[src/nfa_pkg.sv]
`default_nettype none
package nfa_pkg;

  localparam int unsigned NUM_BLOCKS_DEF       = 65536;
  localparam int unsigned FIRST_DATA_BLOCK_DEF = 129;

  // used map is held in memory words of this many block bits
  localparam int unsigned WORD_W = 32;
  localparam int unsigned BIT_W  = $clog2(WORD_W);
  localparam int unsigned IDX_W  = 16;
  localparam int unsigned CNT_W  = 17;

  localparam logic OP_ALLOC = 1'b0;
  localparam logic OP_FREE  = 1'b1;

  localparam logic [1:0] ST_GRANTED = 2'd0;
  localparam logic [1:0] ST_FREED   = 2'd1;
  localparam logic [1:0] ST_EMPTY   = 2'd2;
  localparam logic [1:0] ST_BADFREE = 2'd3;

endpackage
`default_nettype wire

[src/nfa_word_pick.sv]
`default_nettype none
module nfa_word_pick
  import nfa_pkg::*;
#(
  parameter int unsigned NUM_BLOCKS       = NUM_BLOCKS_DEF,
  parameter int unsigned FIRST_DATA_BLOCK = FIRST_DATA_BLOCK_DEF,
  parameter int unsigned AW               = 11
) (
  input  wire logic [WORD_W-1:0] word_i,
  input  wire logic [AW-1:0]     addr_i,
  input  wire logic              first_i,
  input  wire logic [BIT_W-1:0]  start_bit_i,
  output logic                   found_o,
  output logic      [BIT_W-1:0]  bit_o
);

  localparam int unsigned FIRST_WORD = FIRST_DATA_BLOCK / WORD_W;
  localparam int unsigned LAST_WORD  = (NUM_BLOCKS - 1) / WORD_W;
  localparam int unsigned LO_BIT     = FIRST_DATA_BLOCK % WORD_W;
  localparam int unsigned HI_BIT     = (NUM_BLOCKS - 1) % WORD_W;

  logic [WORD_W-1:0] avail;
  logic              in_first_word;
  logic              in_last_word;

  assign in_first_word = (addr_i == AW'(FIRST_WORD));
  assign in_last_word  = (addr_i == AW'(LAST_WORD));

  // free bits inside the data region and at or after the scan start
  always_comb begin
    avail = ~word_i;
    for (int unsigned b = 0; b < WORD_W; b++) begin
      if (in_first_word && (b < LO_BIT)) begin
        avail[b] = 1'b0;
      end
      if (in_last_word && (b > HI_BIT)) begin
        avail[b] = 1'b0;
      end
      if (first_i && (BIT_W'(b) < start_bit_i)) begin
        avail[b] = 1'b0;
      end
    end
  end

  // lowest free bit wins
  always_comb begin
    bit_o = '0;
    for (int b = WORD_W - 1; b >= 0; b--) begin
      if (avail[b]) begin
        bit_o = BIT_W'(b);
      end
    end
  end

  assign found_o = |avail;

endmodule
`default_nettype wire

[config.mk]
export PLATFORM = sky130hd
export DESIGN_NAME = nfa_word_pick
export DESIGN_NICKNAME = d
export VERILOG_FILES = /design/src/nfa_pkg.sv /design/src/nfa_word_pick.sv
export SDC_FILE = /design/constraint.sdc
export NUM_CORES = 1
export LEC_CHECK = 0
export BUFFER_PORTS_ARGS = -buffer_cell sky130_fd_sc_hd__buf_2
export CAP_MARGIN = 10
export CORE_MARGIN = 5
export CORE_UTILIZATION = 45
export DETAILED_ROUTE_END_ITERATION = 8
export GPL_ROUTABILITY_DRIVEN = 0
export GPL_TIMING_DRIVEN = 0
export PLACE_DENSITY_LB_ADDON = 0.1
export RECOVER_POWER = 50
export SYNTH_ARGS = -nofsm -noshare
export SYNTH_HDL_FRONTEND = slang
export SYNTH_SLANG_ARGS = --single-unit
[constraint.sdc]
create_clock -name vclk -period 4.5
set_input_delay 0.225 -clock vclk [all_inputs]
set_output_delay 0.225 -clock vclk [all_outputs]
set_load 0.02 [all_outputs]
== After elaboration in Yosys (flattened, before gate mapping) ==
Cells that the tools add are included.
Storage, ports and cells
  logic and storage cells: 132
  bits of input ports: 49
  bits in registers: 0
Cells by class
  equal/unequal tests: 1
  bitwise logic cells: 1
  muxes and demuxes: 65
  reductions and logical operators: 33
  magnitude comparators: 32
Operators by type and width (number)
  $mux W5: 32
  $lt A5 B5 Y1 const A: 16
  $lt A4 B5 Y1 const A: 8
  $mux W1: 33
  $logic_and A1 B1 Y1: 32
  $not A32 Y32: 1
  $reduce_or A32 Y1: 1
  $lt A3 B5 Y1 const A: 4
  $eq A11 B3 Y1 const B: 1
  $lt A1 B5 Y1 const A: 2
  $lt A2 B5 Y1 const A: 2

== Depth between registers and ports, before layout ==
  word-level depth: 35
  gate-level depth with buffers: 8
  gate-level depth less buffers: 6

== Worst setup path after synthesis ==
Ideal clock, no wire load.
  kind: input to output
  from: input port start_bit_i[3]
  to: output port bit_o[0]
  slack: 2455 ps
  required time: 4275 ps
  buffers on the path: 2
  stages: 8
  arrival time: 1820 ps
  cell sequence: buf_6 > buf_2 > a211o_1 > a21oi_4 > nor3_1 > o21ai_1 > o311ai_1 > o31ai_1
On the way
  longest elaborated chain between the ends: 35
  elaborated cells between the ends (all ways): 128
  those cells by class: order compare (32); mux (64); reduce/logical (32)
RTL lines
  from (decl): line nfa_word_pick.sv:12  | input wire logic [BIT_W-1:0] start_bit_i,
  $lt A5 B5 Y1: line nfa_word_pick.sv:39  | if (first_i && (BIT_W'(b) < start_bit_i)) begin
  $logic_and A1 B1 Y1: line nfa_word_pick.sv:39
  $mux W1: line nfa_word_pick.sv:39
  $mux W5 (31 in series): line nfa_word_pick.sv:49  | if (avail[b]) begin
  $mux W5 (*): line nfa_word_pick.sv:49
  to (decl): line nfa_word_pick.sv:14  | output logic [BIT_W-1:0] bit_o
Every way passes the cells marked *; elsewhere a longest branch is shown, timed or not.

== Final worst setup path ==
  from: input port addr_i[4]
  to: output port bit_o[4]
On the way
  longest elaborated chain between the ends: 4
RTL lines
  from (decl): line nfa_word_pick.sv:10  | input wire logic [AW-1:0] addr_i,
  $eq A11 B3 Y1: line nfa_word_pick.sv:26  | assign in_first_word = (addr_i == AW'(FIRST_WORD));
  $mux W1: line nfa_word_pick.sv:33  | if (in_first_word && (b < LO_BIT)) begin
  $mux W1: line nfa_word_pick.sv:39
  $mux W5: line nfa_word_pick.sv:49
No other way between the ends.

==> results_dict.tcl <==
set metrics [dict create \
    status "finished clean" \
    drive_gt1_frac 0.3614 \
    dieArea_mm2 0.003332 \
    finalSetupViolations 0 \
    cts_setup_buffers 0 \
    p_clk_frac 0 \
    netlist.area_leader.share 0.07814 \
    rsz0062_at_grt "false" \
    yosys.area.top_type "a21oi_1" \
    switching_share 0.5609 \
    min_period_over_period 0.5219 \
    critPathMaxFanout 5 \
    wl_um 3578 \
    critPathLaunchType "input pin" \
    synth_area_per_cell_um2 6.877 \
    max_freq_mhz 425.8 \
    drc_errors 0 \
    netlist-cell-type-count 52 \
    yosysWarnings 0 \
    nets 253 \
    antenna_left 0 \
    hold_violations 0 \
    seqCellArea_um2 0 \
    grt_pass1_vias 1365 \
    grt_max_degree 11 \
    p_leak_nw 0.5858 \
    hpwl_um 2942 \
    p_int_uw 58.37 \
    fin_setup_tns_ps 0 \
    syn-cell-area_mm2 0.001025 \
    power.density_mw_per_mm2 101.1 \
    crit_type "input pin to output pin" \
    ctsResizeCount 0 \
    slew_headroom 0.4840 \
    power_frac_seq 0 \
    design.seq.count 0 \
    holdCritPathClass "input pin to output pin" \
    via_per_inst 6.230 \
    grtUsageTotal 0.1985 \
    initial_core_util 0.4677 \
    drtIter0Drc 79 \
    ys_seq_area_frac 0 \
    hold_depth 5 \
    cts_hold_buf 0 \
    maxCapViolations 0 \
    vdd_drop_max_uv 65.41 \
    finalPower_uw 132.9 \
    cp.arrival_ps 2120 \
    period_minus_slack_ps 2349 \
    synth_cells 149 \
    ios 55 \
    placedCellCount 230 \
    avgRoutedWirePerCell_um 15.56 \
    antenna_found_initial 0 \
    core_mm2 0.002191 \
    antennaDiodeCount 0 \
    slew_violations 0 \
    die_w_um 57.72 \
    dr.pass1.iters 4 \
    switchingPower_uw 74.57 \
    final_cells 230 \
    row_count 17 \
    synth_fp_nets 198 \
    vias 1433 \
    syn_to_final_growth_pct 28.33 \
    p_comb_frac 1.000 \
    worst_pin_slew_ps 764.0 \
    grt_pass1_wl_um 5637 \
    synthTopCellsByArea "a21oi_1 (7.8%), buf_6 (5.5%), o21ai_0 (4.4%)" \
    portBuffers 53 \
    overflow 0 \
    clkbuf_count 0 \
    dieHeight_um 57.72 \
    crit_required_ps 4280 \
    crit_path_end_kind "output pin" \
]
[logic make-up (layout without fill, tap and decap cells)]
family	after synthesis	in the layout	synth area share
AND/OR/NAND/NOR	55	55	0.3224
AO/OA/AOI/OAI	78	78	0.5641
buffers and inverters	16	69	0.1135
[power by group through the flow]
stage | sequential [mW] | combinational (mW) | clock [mW]
3_5_place_dp | 0 | 0.131 | 0
2_1_floorplan | 0 | 0.0848 | 0
5_1_grt | 0 | 0.144 | 0
4_1_cts | 0 | 0.132 | 0
6_report | 0 | 0.133 | 0
3_3_place_gp | 0 | 0.128 | 0
[placed cells by master, fill, tap and decap left out, drive strengths merged, types with 4 or more instances in the layout]
cell type / n
nor2: 8
inv: 4
nand2: 11
a211oi: 7
a21o: 6
a21oi: 20
a311oi: 4
buf: 63
nor3: 5
o21ai: 12
nand2b: 5
nand4b: 4
[cell type report]
cell class                      instances  area (um2)
Multi-Input combinational cell        133       900.9
Tap cell                               28       35.03
Timing Repair Buffer                   53       262.8
Buffer                                 12       101.3
Inverter                                4       15.01
Fill cell                             229       875.8
[metal layers]
layer  track usage  share of wire  wire (um)  up-vias
li1              -              -          -      706
met1        0.2477           0.42       1512      638
met2        0.3742           0.47       1680       83
met3       0.01559           0.10        360        6
met4       0.02649         0.0070         25        0
met5             0              0          0        -
[synth_stat cells, drive strengths merged]
master,number
a21oi,20
buf,12
o21ai,12
nand2,11
nor2,8
a211oi,7
a21o,6
nand2b,5
nor3,5
a311oi,4
inv,4
nand4b,4
a211o,3
a31oi,3
and3,3
nor2b,3
nor4,3
o211ai,3
a22oi,2
a311o,2
and2,2
nor4b,2
o2111ai,2
o21bai,2
o221ai,2
o311ai,2
or2,2
or3,2
a221oi,1
a31o,1
a41o,1
and4,1
and4b,1
nand4,1
o211a,1
o21a,1
o22ai,1
o31ai,1
o41ai,1
or3b,1
or4,1
[path summary, 6_finish.rpt]
path,slack [ps],startpoint,end
setup / recovery,2150,addr_i[4],bit_o[4]
hold / removal,960,addr_i[8],bit_o[0]
[stage by stage]
step	area, um2	worst slack [ps]	util	hold slack, ps
2_1_floorplan	1025	2455	-	712.3
3_3_place_gp	1325	2321	0.6048	905.4
3_5_place_dp	1325	2337	0.6048	915.1
4_1_cts	1325	2336	0.6048	912.9
5_1_grt	1315	1906	0.6002	1015
6_report	1315	2151	0.6002	957.6
[critical path, stage by stage]
cell,delay (ps)
buf_2,90
nor4b_1,310
nand2_1,90
o41ai_1,630
nand4b_1,240
nand2b_1,210
a21oi_1,130
buf_2,190
(Power assumes the default switching activity.)
